`src/ecpm_pkg.sv`:
```
`timescale 1ns / 1ps

package ecpm_pkg;

    localparam int COUNT_W  = 32;
    localparam int NS_W     = 48;
    localparam int CYC_W    = 64;
    localparam int PERF_W   = 8;
    localparam int EXP_W    = 5;
    localparam int UNIT_W   = 10;
    localparam int ACC_W    = 52;
    localparam int MPLIER_W = 20;
    localparam int DIV_CNT_W = 6;
    localparam int PKG_MW_W  = 19;
    localparam int DRAM_MW_W = 16;
    localparam int CORE_MW_W = 19;
    localparam int CLS_CNT_W = 6;
    localparam int CARRY_W   = 10;

    localparam logic [UNIT_W-1:0]    MJ_PER_J      = 10'd1000;
    localparam logic [MPLIER_W-1:0]  NS_SCALE      = 20'd1000000;
    localparam logic [DIV_CNT_W-1:0] DIV_LAST      = 6'd51;
    localparam logic [ACC_W-1:0]     PKG_MAX_MW    = 52'd300000;
    localparam logic [ACC_W-1:0]     DRAM_MAX_MW   = 52'd50000;
    localparam logic [ACC_W-1:0]     CORE_MAX_MW   = 52'd280000;
    localparam logic [PERF_W-1:0]    PERF_COMPUTE  = 8'd200;
    localparam logic [PERF_W-1:0]    PERF_MIXED    = 8'd100;
    localparam logic [CLS_CNT_W-1:0] CLS_CNT_LAST  = 6'd63;

    localparam logic signed [CARRY_W-1:0] ACTIVE_WEIGHT  = 10'sd100;
    localparam logic signed [CARRY_W-1:0] COMPUTE_WEIGHT = 10'sd86;
    localparam logic signed [CARRY_W-1:0] MEMORY_WEIGHT  = 10'sd40;

    typedef enum logic [1:0] {
        CLS_IDLE,
        CLS_COMPUTE,
        CLS_MEMORY,
        CLS_MIXED
    } class_t;

    typedef enum logic [1:0] {
        ST_IDLE,
        ST_MUL,
        ST_DIV,
        ST_DONE
    } state_t;

    typedef struct packed {
        logic   done;
        class_t cls;
    } cls_status_t;

endpackage

```
`src/ecpm_classify.sv`:
```
`timescale 1ns / 1ps

module ecpm_classify (
    input  logic                              clk,
    input  logic                              rst_n,
    input  logic                              load,
    input  logic [ecpm_pkg::CYC_W-1:0]        active_cycles,
    input  logic [ecpm_pkg::CYC_W-1:0]        reference_cycles,
    input  logic                              hint_valid,
    input  logic [ecpm_pkg::PERF_W-1:0]       hint_perf,
    output ecpm_pkg::cls_status_t             status
);

    logic [ecpm_pkg::CYC_W-1:0]          ap_reg, ap_next;
    logic [ecpm_pkg::CYC_W-1:0]          mp_reg, mp_next;
    logic signed [ecpm_pkg::CARRY_W-1:0] c86_reg, c86_next;
    logic signed [ecpm_pkg::CARRY_W-1:0] c40_reg, c40_next;
    logic signed [ecpm_pkg::CARRY_W-1:0] s86, s40, a_term;
    logic [ecpm_pkg::CLS_CNT_W-1:0]      cnt_reg, cnt_next;
    logic                                busy_reg, busy_next;
    logic                                nz_reg, nz_next;
    logic                                hv_reg, hv_next;
    logic [ecpm_pkg::PERF_W-1:0]         perf_reg, perf_next;
    ecpm_pkg::class_t                    cls;

    always_ff @(posedge clk or negedge rst_n)
    begin
        if (!rst_n)
        begin
            busy_reg <= 1'b0;
            cnt_reg  <= '0;
        end
        else
        begin
            busy_reg <= busy_next;
            cnt_reg  <= cnt_next;
        end
    end

    always_ff @(posedge clk)
    begin
        ap_reg   <= ap_next;
        mp_reg   <= mp_next;
        c86_reg  <= c86_next;
        c40_reg  <= c40_next;
        nz_reg   <= nz_next;
        hv_reg   <= hv_next;
        perf_reg <= perf_next;
    end

    // Both products are compared least significant bit first; only the
    // small running carry is kept, and its sign after the last bit gives the
    // sign of the full difference.
    always_comb
    begin
        a_term    = ap_reg[0] ? ecpm_pkg::ACTIVE_WEIGHT : '0;
        s86       = c86_reg + a_term - (mp_reg[0] ? ecpm_pkg::COMPUTE_WEIGHT : '0);
        s40       = c40_reg + a_term - (mp_reg[0] ? ecpm_pkg::MEMORY_WEIGHT : '0);
        ap_next   = ap_reg;
        mp_next   = mp_reg;
        c86_next  = c86_reg;
        c40_next  = c40_reg;
        cnt_next  = cnt_reg;
        busy_next = busy_reg;
        nz_next   = nz_reg;
        hv_next   = hv_reg;
        perf_next = perf_reg;
        if (load)
        begin
            ap_next   = active_cycles;
            mp_next   = reference_cycles;
            c86_next  = '0;
            c40_next  = '0;
            cnt_next  = '0;
            busy_next = 1'b1;
            nz_next   = 1'b0;
            hv_next   = hint_valid;
            perf_next = hint_perf;
        end
        else if (busy_reg)
        begin
            ap_next  = {1'b0, ap_reg[ecpm_pkg::CYC_W-1:1]};
            mp_next  = {1'b0, mp_reg[ecpm_pkg::CYC_W-1:1]};
            c86_next = s86 >>> 1;
            c40_next = s40 >>> 1;
            nz_next  = nz_reg | mp_reg[0];
            cnt_next = cnt_reg + 1'b1;
            if (cnt_reg == ecpm_pkg::CLS_CNT_LAST)
            begin
                busy_next = 1'b0;
            end
        end
    end

    always_comb
    begin
        if (!nz_reg)
        begin
            cls = ecpm_pkg::CLS_IDLE;
        end
        else if (hv_reg)
        begin
            if (perf_reg >= ecpm_pkg::PERF_COMPUTE)
            begin
                cls = ecpm_pkg::CLS_COMPUTE;
            end
            else if (perf_reg >= ecpm_pkg::PERF_MIXED)
            begin
                cls = ecpm_pkg::CLS_MIXED;
            end
            else
            begin
                cls = ecpm_pkg::CLS_MEMORY;
            end
        end
        else if (!c86_reg[ecpm_pkg::CARRY_W-1])
        begin
            cls = ecpm_pkg::CLS_COMPUTE;
        end
        else if (c40_reg[ecpm_pkg::CARRY_W-1])
        begin
            cls = ecpm_pkg::CLS_MEMORY;
        end
        else
        begin
            cls = ecpm_pkg::CLS_MIXED;
        end
    end

    assign status.done = !busy_reg;
    assign status.cls  = cls;

endmodule

```
`src/energy_counter_power_monitor.sv`:
```
`timescale 1ns / 1ps

// Channel   Direction  Handshake                    Content
// s_*       in         s_tvalid / s_tready          one sample request
// m_*       out        m_tvalid / m_tready          one power result request
// APB       in         psel, penable, pwrite        energy unit exponent
//
// A result is worked out from its sample, for each counter, by two shift-and-add multiplies
// of one step per multiplier bit, each followed by a 52-step restoring division, in turn on
// one shared accumulator; the bit length of the energy unit sets the first multiply's steps.
// The priming sample goes straight to the done state and gives an all-zero result.
// Reset clears the stored counters, the primed flag and the exponent.
// A new sample is taken while a finished result still waits in the output
// register; the result of that sample waits until the output is free.

module energy_counter_power_monitor (
    input  logic         clk,
    input  logic         rst_n,
    input  logic         s_tvalid,
    output logic         s_tready,
    // pkg_energy_count, dram_energy_count, elapsed time, active_cycles,
    // reference_cycles, hint_perf
    input  logic [247:0] s_tdata,
    // hint_valid
    input  logic [0:0]   s_tuser,
    output logic         m_tvalid,
    input  logic         m_tready,
    // package power, DRAM power, core power, workload class
    output logic [55:0]  m_tdata,
    input  logic         psel,
    input  logic         penable,
    input  logic         pwrite,
    input  logic [2:0]   paddr,
    input  logic [31:0]  pwdata,
    output logic [31:0]  prdata,
    output logic         pready
);

    logic [ecpm_pkg::COUNT_W-1:0] pkg_now, dram_now;
    logic [ecpm_pkg::NS_W-1:0]    ns_in;

    ecpm_pkg::state_t state_reg, state_next;
    logic [ecpm_pkg::EXP_W-1:0]     exp_reg, exp_next;
    logic                           primed_reg, primed_next;
    logic [ecpm_pkg::COUNT_W-1:0]   last_pkg_reg, last_pkg_next;
    logic [ecpm_pkg::COUNT_W-1:0]   last_dram_reg, last_dram_next;
    logic [ecpm_pkg::COUNT_W-1:0]   dram_delta_reg, dram_delta_next;
    logic [ecpm_pkg::NS_W-1:0]      ns_reg, ns_next;
    logic [ecpm_pkg::ACC_W-1:0]     acc_reg, acc_next;
    logic [ecpm_pkg::ACC_W-1:0]     mcand_reg, mcand_next;
    logic [ecpm_pkg::MPLIER_W-1:0]  mplier_reg, mplier_next;
    logic [ecpm_pkg::NS_W-1:0]      dvs_reg, dvs_next;
    logic [ecpm_pkg::NS_W-1:0]      rem_reg, rem_next;
    logic [ecpm_pkg::DIV_CNT_W-1:0] cnt_reg, cnt_next;
    logic                           chan_reg, chan_next;
    logic                           step_reg, step_next;
    logic                           zero_reg, zero_next;
    logic [ecpm_pkg::ACC_W-1:0]     pkg_q_reg, pkg_q_next;
    logic [ecpm_pkg::ACC_W-1:0]     dram_q_reg, dram_q_next;
    logic                           out_valid_reg, out_valid_next;
    logic [55:0]                    out_data_reg, out_data_next;

    logic [ecpm_pkg::UNIT_W-1:0]    unit_raw, unit;
    logic [ecpm_pkg::NS_W:0]        trial;
    logic                           q_bit;
    logic [ecpm_pkg::ACC_W-1:0]     quot, quot_fin;
    logic [ecpm_pkg::ACC_W-1:0]     core_raw, pkg_c, dram_c, core_c;
    logic                           accept, cfg_write, cls_load;
    ecpm_pkg::cls_status_t          cls_status;

    assign pkg_now  = s_tdata[31:0];
    assign dram_now = s_tdata[63:32];
    assign ns_in    = s_tdata[111:64];

    ecpm_classify u_classify (
        .clk              (clk),
        .rst_n            (rst_n),
        .load             (cls_load),
        .active_cycles    (s_tdata[175:112]),
        .reference_cycles (s_tdata[239:176]),
        .hint_valid       (s_tuser[0]),
        .hint_perf        (s_tdata[247:240]),
        .status           (cls_status)
    );

    assign cfg_write = psel && penable && pwrite && (paddr[2] == 1'b0);
    assign exp_next  = cfg_write ? pwdata[ecpm_pkg::EXP_W-1:0] : exp_reg;
    assign pready    = 1'b1;
    assign prdata    = (paddr[2] == 1'b0) ? {27'd0, exp_reg} : 32'd0;

    assign unit_raw = ecpm_pkg::MJ_PER_J >> exp_reg;
    assign unit     = (unit_raw == '0) ? 10'd1 : unit_raw;

    assign s_tready = (state_reg == ecpm_pkg::ST_IDLE);
    assign accept   = s_tvalid && s_tready;
    assign cls_load = accept && primed_reg;
    assign m_tvalid = out_valid_reg;
    assign m_tdata  = out_data_reg;

    assign trial    = {rem_reg, acc_reg[ecpm_pkg::ACC_W-1]};
    assign q_bit    = (trial >= {1'b0, dvs_reg});
    assign quot     = {acc_reg[ecpm_pkg::ACC_W-2:0], q_bit};
    assign quot_fin = (ns_reg == '0) ? '0 : quot;

    always_comb
    begin
        core_raw = (pkg_q_reg > dram_q_reg) ? pkg_q_reg - dram_q_reg : '0;
        pkg_c    = (pkg_q_reg > ecpm_pkg::PKG_MAX_MW) ? ecpm_pkg::PKG_MAX_MW : pkg_q_reg;
        dram_c   = (dram_q_reg > ecpm_pkg::DRAM_MAX_MW) ? ecpm_pkg::DRAM_MAX_MW : dram_q_reg;
        core_c   = (core_raw > ecpm_pkg::CORE_MAX_MW) ? ecpm_pkg::CORE_MAX_MW : core_raw;
        if (core_c > pkg_c)
        begin
            core_c = pkg_c;
        end
    end

    always_ff @(posedge clk or negedge rst_n)
    begin
        if (!rst_n)
        begin
            state_reg     <= ecpm_pkg::ST_IDLE;
            exp_reg       <= '0;
            primed_reg    <= 1'b0;
            last_pkg_reg  <= '0;
            last_dram_reg <= '0;
            out_valid_reg <= 1'b0;
            cnt_reg       <= '0;
            chan_reg      <= 1'b0;
            step_reg      <= 1'b0;
            zero_reg      <= 1'b0;
        end
        else
        begin
            state_reg     <= state_next;
            exp_reg       <= exp_next;
            primed_reg    <= primed_next;
            last_pkg_reg  <= last_pkg_next;
            last_dram_reg <= last_dram_next;
            out_valid_reg <= out_valid_next;
            cnt_reg       <= cnt_next;
            chan_reg      <= chan_next;
            step_reg      <= step_next;
            zero_reg      <= zero_next;
        end
    end

    always_ff @(posedge clk)
    begin
        dram_delta_reg <= dram_delta_next;
        ns_reg         <= ns_next;
        acc_reg        <= acc_next;
        mcand_reg      <= mcand_next;
        mplier_reg     <= mplier_next;
        dvs_reg        <= dvs_next;
        rem_reg        <= rem_next;
        pkg_q_reg      <= pkg_q_next;
        dram_q_reg     <= dram_q_next;
        out_data_reg   <= out_data_next;
    end

    always_comb
    begin
        state_next      = state_reg;
        primed_next     = primed_reg;
        last_pkg_next   = last_pkg_reg;
        last_dram_next  = last_dram_reg;
        dram_delta_next = dram_delta_reg;
        ns_next         = ns_reg;
        acc_next        = acc_reg;
        mcand_next      = mcand_reg;
        mplier_next     = mplier_reg;
        dvs_next        = dvs_reg;
        rem_next        = rem_reg;
        cnt_next        = cnt_reg;
        chan_next       = chan_reg;
        step_next       = step_reg;
        zero_next       = zero_reg;
        pkg_q_next      = pkg_q_reg;
        dram_q_next     = dram_q_reg;
        out_data_next   = out_data_reg;
        out_valid_next  = out_valid_reg && !m_tready;

        unique case (state_reg)
            ecpm_pkg::ST_IDLE:
            begin
                if (accept)
                begin
                    last_pkg_next  = pkg_now;
                    last_dram_next = dram_now;
                    primed_next    = 1'b1;
                    if (!primed_reg)
                    begin
                        zero_next  = 1'b1;
                        state_next = ecpm_pkg::ST_DONE;
                    end
                    else
                    begin
                        zero_next       = 1'b0;
                        ns_next         = ns_in;
                        dram_delta_next = dram_now - last_dram_reg;
                        mcand_next      = {20'd0, pkg_now - last_pkg_reg};
                        mplier_next     = {10'd0, unit};
                        acc_next        = '0;
                        chan_next       = 1'b0;
                        step_next       = 1'b0;
                        state_next      = ecpm_pkg::ST_MUL;
                    end
                end
            end
            ecpm_pkg::ST_MUL:
            begin
                if (mplier_reg == '0)
                begin
                    dvs_next   = step_reg ? ns_reg : {38'd0, ecpm_pkg::MJ_PER_J};
                    rem_next   = '0;
                    cnt_next   = '0;
                    state_next = ecpm_pkg::ST_DIV;
                end
                else
                begin
                    if (mplier_reg[0])
                    begin
                        acc_next = acc_reg + mcand_reg;
                    end
                    mcand_next  = {mcand_reg[ecpm_pkg::ACC_W-2:0], 1'b0};
                    mplier_next = {1'b0, mplier_reg[ecpm_pkg::MPLIER_W-1:1]};
                end
            end
            ecpm_pkg::ST_DIV:
            begin
                rem_next = q_bit ? (trial[ecpm_pkg::NS_W-1:0] - dvs_reg)
                                 : trial[ecpm_pkg::NS_W-1:0];
                acc_next = quot;
                cnt_next = cnt_reg + 1'b1;
                if (cnt_reg == ecpm_pkg::DIV_LAST)
                begin
                    acc_next = '0;
                    if (!step_reg)
                    begin
                        mcand_next  = quot;
                        mplier_next = ecpm_pkg::NS_SCALE;
                        step_next   = 1'b1;
                        state_next  = ecpm_pkg::ST_MUL;
                    end
                    else if (!chan_reg)
                    begin
                        pkg_q_next  = quot_fin;
                        mcand_next  = {20'd0, dram_delta_reg};
                        mplier_next = {10'd0, unit};
                        chan_next   = 1'b1;
                        step_next   = 1'b0;
                        state_next  = ecpm_pkg::ST_MUL;
                    end
                    else
                    begin
                        dram_q_next = quot_fin;
                        state_next  = ecpm_pkg::ST_DONE;
                    end
                end
            end
            ecpm_pkg::ST_DONE:
            begin
                if (!out_valid_reg || m_tready)
                begin
                    out_valid_next = 1'b1;
                    if (zero_reg)
                    begin
                        out_data_next = '0;
                    end
                    else
                    begin
                        out_data_next = {cls_status.cls,
                                         core_c[ecpm_pkg::CORE_MW_W-1:0],
                                         dram_c[ecpm_pkg::DRAM_MW_W-1:0],
                                         pkg_c[ecpm_pkg::PKG_MW_W-1:0]};
                    end
                    state_next = ecpm_pkg::ST_IDLE;
                end
            end
            default:
            begin
                state_next = ecpm_pkg::ST_IDLE;
            end
        endcase
    end

`ifndef SYNTHESIS
    a_core_below_pkg: assert property (@(posedge clk) disable iff (!rst_n)
        m_tvalid |-> (m_tdata[53:35] <= m_tdata[18:0]))
        else $error("core power above package power");

    a_pkg_dram_clamped: assert property (@(posedge clk) disable iff (!rst_n)
        m_tvalid |-> ((m_tdata[18:0] <= 19'd300000) && (m_tdata[34:19] <= 16'd50000)))
        else $error("power result beyond its clamp");

    a_one_sample: assert property (@(posedge clk) disable iff (!rst_n)
        (s_tvalid && s_tready) |=> !s_tready)
        else $error("second sample taken while one is at work");

    a_class_ready: assert property (@(posedge clk) disable iff (!rst_n)
        ((state_reg == ecpm_pkg::ST_DONE) && !zero_reg) |-> cls_status.done)
        else $error("class not settled when the result is formed");
`endif

endmodule

```
`config.mk`:
```
export PLATFORM = sky130hd
export DESIGN_NAME = energy_counter_power_monitor
export DESIGN_NICKNAME = d
export VERILOG_FILES = /design/src/ecpm_pkg.sv /design/src/ecpm_classify.sv /design/src/energy_counter_power_monitor.sv
export SDC_FILE = /design/constraint.sdc
export NUM_CORES = 2
export LEC_CHECK = 0
export ABC_AREA = 0
export BUFFER_PORTS_ARGS = -buffer_cell sky130_fd_sc_hd__buf_4
export CAP_MARGIN = 10
export CORE_MARGIN = 5
export CORE_UTILIZATION = 60
export DETAILED_ROUTE_END_ITERATION = 10
export GPL_TIMING_DRIVEN = 0
export PLACE_DENSITY = 0.81
export SLEW_MARGIN = 20
export SYNTH_ARGS = -nofsm -noshare
export SYNTH_HDL_FRONTEND = slang
export SYNTH_HIERARCHICAL = 1
export SYNTH_SLANG_ARGS = --single-unit
```
`constraint.sdc`:
```
create_clock -name clk -period 8.25 [get_ports clk]
set_input_delay 0.4125 -clock clk [delete_from_list [all_inputs] [get_ports clk]]
set_output_delay 0.4125 -clock clk [all_outputs]
set_load 0.01 [all_outputs]
```
==> impl_summary.md <==
Run status
The run finished with clean final reports.

STA
On the final layout, the worst hold slack is 0.0311 ns. The final count of hold timing violations was 0. At the pin with the least slew margin, the transition time is roughly 0.97 ns. The max-slew violation count was 0. Headroom to the max-slew limit came out at 0.356. The clock skew after layout is 0.0334 ns. For the finished layout, the period the worst path requires is between 7 and 8 ns. The post-route clock period utilization is 0.960. The final count of negative-setup-slack endpoints is 0. Static timing analysis puts the maximum clock frequency at about 0.13 GHz.

Setup repair after global routing left no endpoint under its margin. After layout, the worst setup slack is approximately 0.33 ns.

Finish
The filler cells instantiated in the layout total just over 5000. The number of nets in the layout is about 5000. The most frequent standard cell in the layout excluding fill and tap cells is sky130_fd_sc_hd__edfxtp_1.

The library cells used most frequently in the layout, excluding fill and tap cells, are sky130_fd_sc_hd__edfxtp_1, sky130_fd_sc_hd__buf_4, sky130_fd_sc_hd__ha_1. The relative area change from synthesis to final layout is 18.0%. In the final layout, the share of cells above drive strength 1 is 0.145. The final non-filler cell total is 5512. The final cell utilization of the core is 0.714. The cell area after layout is 0.0501 sq mm.

Worst setup path
The number of cells on the worst reg-to-reg path is 34. The peak fanout along the critical path is 10. The critical path is of the flip-flop to flip-flop type.

The worst setup path is launched from a flip-flop. The worst setup path is captured at a flip-flop. The endpoint identified for the worst register-to-register timing path is m_tdata[52].

The setup slack of the most critical reg-to-reg path is about 0.33 ns. For this run, the slowest stage of the critical path takes approximately 0.60 ns. The critical path data arrival time is a little over 8 ns. Among the stages of the critical path, the cell type that occurs most often is sky130_fd_sc_hd__o21a_1. The endpoint required time on the critical path is approximately 8.6 ns. The largest individual stage delay along the critical path comes from the cell sky130_fd_sc_hd__or4b_1. The worst reg2reg path startpoint is pkg_q_reg[0].

Synth
The synthesized netlist contains 96 unique library cells. In this run, synthesis inferred between 500 and 600 flip-flops with an integrated enable. The number of cells produced by synthesis is slightly below 4000. The post-synthesis area per instance is 10.8 sq um. The number of warnings reported in the yosys synthesis log is 6. The mapped netlist covers around 0.042 sq mm.

The most used flip-flop cell after synthesis is sky130_fd_sc_hd__edfxtp_1. In the synthesized netlist the async set-or-reset flop fraction comes to 0.127. Synthesis inferred around 700 register bits. The share of the yosys chip area belonging to registers is 0.481.

Die
For this configuration, the core starts out at a cell density of 0.605. The horizontal die dimension is around 280 microns. The die covers ~0.076 sq mm. 382 I/O pins were placed.

The floorplan core area is between 0.07 and 0.08 sq mm. Row generation in the floorplan step produced just under 100 rows. From bottom edge to top edge, the die measures 276 microns.

Route
The aggregate routed wire length is between 100 and 150 mm. For this run, the detailed router's first-pass iteration total came to 8. The overall via count from detail_route is approximately 33000. The average wire length per cell after detail routing is 19.9 microns. The ratio of routed vias to standard cells is 5.93. In this run the remaining antenna-violating nets after routing total 0. The DRC violations left is 0.

The detailed router finished its first iteration with 2687 violations.

Hold path
The number of cells on the worst hold path is 2. The capture endpoint of the worst hold path is last_dram_reg[23]. The path class of the lowest-slack min-delay path is input pin to flip-flop. The start point of the worst min-delay path is s_tdata[55].

Clock tree
TritonCTS built the clock tree. Counting along the longest clock path gives a buffer depth of 3. The clock root buffer is sky130_fd_sc_hd__clkbuf_16. The number of buffers inserted during clock tree synthesis is 75. The CTS sink count is between 700 and 800. After clock tree synthesis, the clock-pin slew on the worst setup and hold paths is ~0.050 ns. At the later pin of the worst-skew pair, clock insertion delay measures approximately 0.63 ns. The H-tree was split into 3 levels.

Power and ir drop
Dividing total power by cell area gives a power density of 153 mW/mm^2. The largest voltage drop on the vdd net is ~0.00019 V. The analysis attributes to cell leakage a power of ~20 nW.

GRT
The via count of the first global-routing pass is between 30000 and 40000. In the global route stage, overall resource usage came out at 0.279. Entering global routing, the biggest net connects 90 pins. The met3 track utilization from global routing is 0.0389.

The number of antenna violations at the first check in global routing is 2. The layer with the highest usage after global routing is met2. The met1 track utilization from global routing is 0.369. The total congestion overflow is 0. The global-route track usage on met2 is 0.476. The first global-routing pass estimated 174 mm of wire.

Place
The final weighted congestion in routability-driven placement is 0.964. The post-place instance area is roughly 0.047 sq mm. After detailed placement, the design holds a cell count of 5298.

The setup slack at placement is -0.460 ns. Once detailed placement completed, the half-perimeter wirelength came to 83.2 mm. Port buffering added approximately 320 buffers.

Flow run
The max-cap violation count is 0.
==> critical path, delay by kind of cell, from the launching register on <==
| family | cells | cell delay (ns) |
|---|---|---|
| AO/OA/AOI/OAI | 17 | 3.54 |
| flip-flops | 1 | 0.41 |
| adder cells (fa/ha/maj) | 3 | 0.87 |
| buffers and inverters | 5 | 0.96 |
| AND/OR/NAND/NOR | 9 | 1.88 |
==> report_power, final <==
part           total, mW  switching, mW  internal [mW]
Combinational      0.384          0.177          0.207
Sequential          3.82        0.00692           3.81
Clock               3.45           1.43           2.02
==> synthesized netlist by cell type (16+ instances only) <==
cell type                  instances  share of area
sky130_fd_sc_hd__nand3_1          62         0.0073
sky130_fd_sc_hd__o211ai_1         17         0.0030
sky130_fd_sc_hd__edfxtp_1        595           0.42
sky130_fd_sc_hd__mux2_1          126          0.033
sky130_fd_sc_hd__a221oi_1         19         0.0039
sky130_fd_sc_hd__a211oi_1         35         0.0062
sky130_fd_sc_hd__dfrtp_1          89          0.052
sky130_fd_sc_hd__xnor2_1         113          0.023
sky130_fd_sc_hd__nor4_1           52         0.0077
sky130_fd_sc_hd__buf_4            29         0.0051
sky130_fd_sc_hd__o21ai_0         200          0.024
sky130_fd_sc_hd__and3_1           27         0.0040
sky130_fd_sc_hd__a21oi_1         228          0.027
sky130_fd_sc_hd__clkbuf_1        106         0.0094
sky130_fd_sc_hd__buf_2            35         0.0041
sky130_fd_sc_hd__mux2i_1          45          0.011
sky130_fd_sc_hd__a22o_1           28         0.0058
sky130_fd_sc_hd__a21o_1          151          0.027
sky130_fd_sc_hd__nand2_1         256          0.023
sky130_fd_sc_hd__inv_1           254          0.022
sky130_fd_sc_hd__and2_1           92          0.014
sky130_fd_sc_hd__ha_1            292          0.086
sky130_fd_sc_hd__a31oi_1          28         0.0041
sky130_fd_sc_hd__nand4_1          59         0.0087
sky130_fd_sc_hd__nand2b_1         46         0.0068
sky130_fd_sc_hd__a211o_1          16         0.0033
sky130_fd_sc_hd__nor3_1           57         0.0067
sky130_fd_sc_hd__mux2_2           82          0.022
sky130_fd_sc_hd__nor2b_1          98          0.014
sky130_fd_sc_hd__dfxtp_1          17         0.0080
sky130_fd_sc_hd__xor2_1           68          0.014
sky130_fd_sc_hd__o21a_1           45         0.0080
sky130_fd_sc_hd__or3_1            19         0.0028
sky130_fd_sc_hd__nor2_1          242          0.021
sky130_fd_sc_hd__o21bai_1         27         0.0048
==> cell type report <==
| type | count | area (sq um) | area share |
|---|---|---|---|
| sequential | 701 | 20400 | 0.408 |
| multi-input combinational | 2879 | 20700 | 0.413 |
| antenna | 1 | 2.50 | 0.0000500 |
| timing repair buffer | 417 | 3480 | 0.0694 |
| inverter | 256 | 961 | 0.0192 |
| tap | 940 | 1180 | 0.0235 |
| buffer | 179 | 835 | 0.0167 |
| clock inverter | 36 | 442 | 0.00882 |
| clock buffer | 103 | 2090 | 0.0418 |
==> per-stage QoR <==
step / setup TNS, ns / total power, mW
3_5_place_dp: -6.26 / 4.23
6_report: 0 / 7.65
5_1_grt: 0 / 7.90
2_1_floorplan: 0 / 4.08
4_1_cts: 0 / 7.68
3_3_place_gp: -6.06 / 4.23
==> cells by family after synthesis <==
kind of cell	share of synthesized area
xor+xnor	0.0373
compound gates	0.156
mux	0.0658
other cells	0.000177
flops	0.481
simple gates	0.127
buf+inv	0.0421
fa+ha+maj	0.0903
==> layer usage <==
metal	share of wire	wire length [microns]
met1	0.42	46300
met2	0.48	53300
met3	0.057	6250
met4	0.037	4070
met5	0.00012	13
==> how the worst max path moves through the flow <==
stage,startpoint,endpoint,depth (start not counted)
floorplan,pkg_q_reg[0],m_tdata[37],33
global placement,pkg_q_reg[0],m_tdata[52],33
detailed placement,pkg_q_reg[0],m_tdata[36],33
CTS,pkg_q_reg[0],m_tdata[51],34
global route,pkg_q_reg[0],m_tdata[51],34
finish,pkg_q_reg[0],m_tdata[52],34
==> repair_timing <==
action	4_1_cts	5_1_grt
pin swaps	1	2
hold endpoints to repair	158	0
hold buffers	70	0
endpoints found under the setup margin	19	19
buffers inserted	2	2
gates resized for setup	6	8
(Power assumes the default switching activity.)
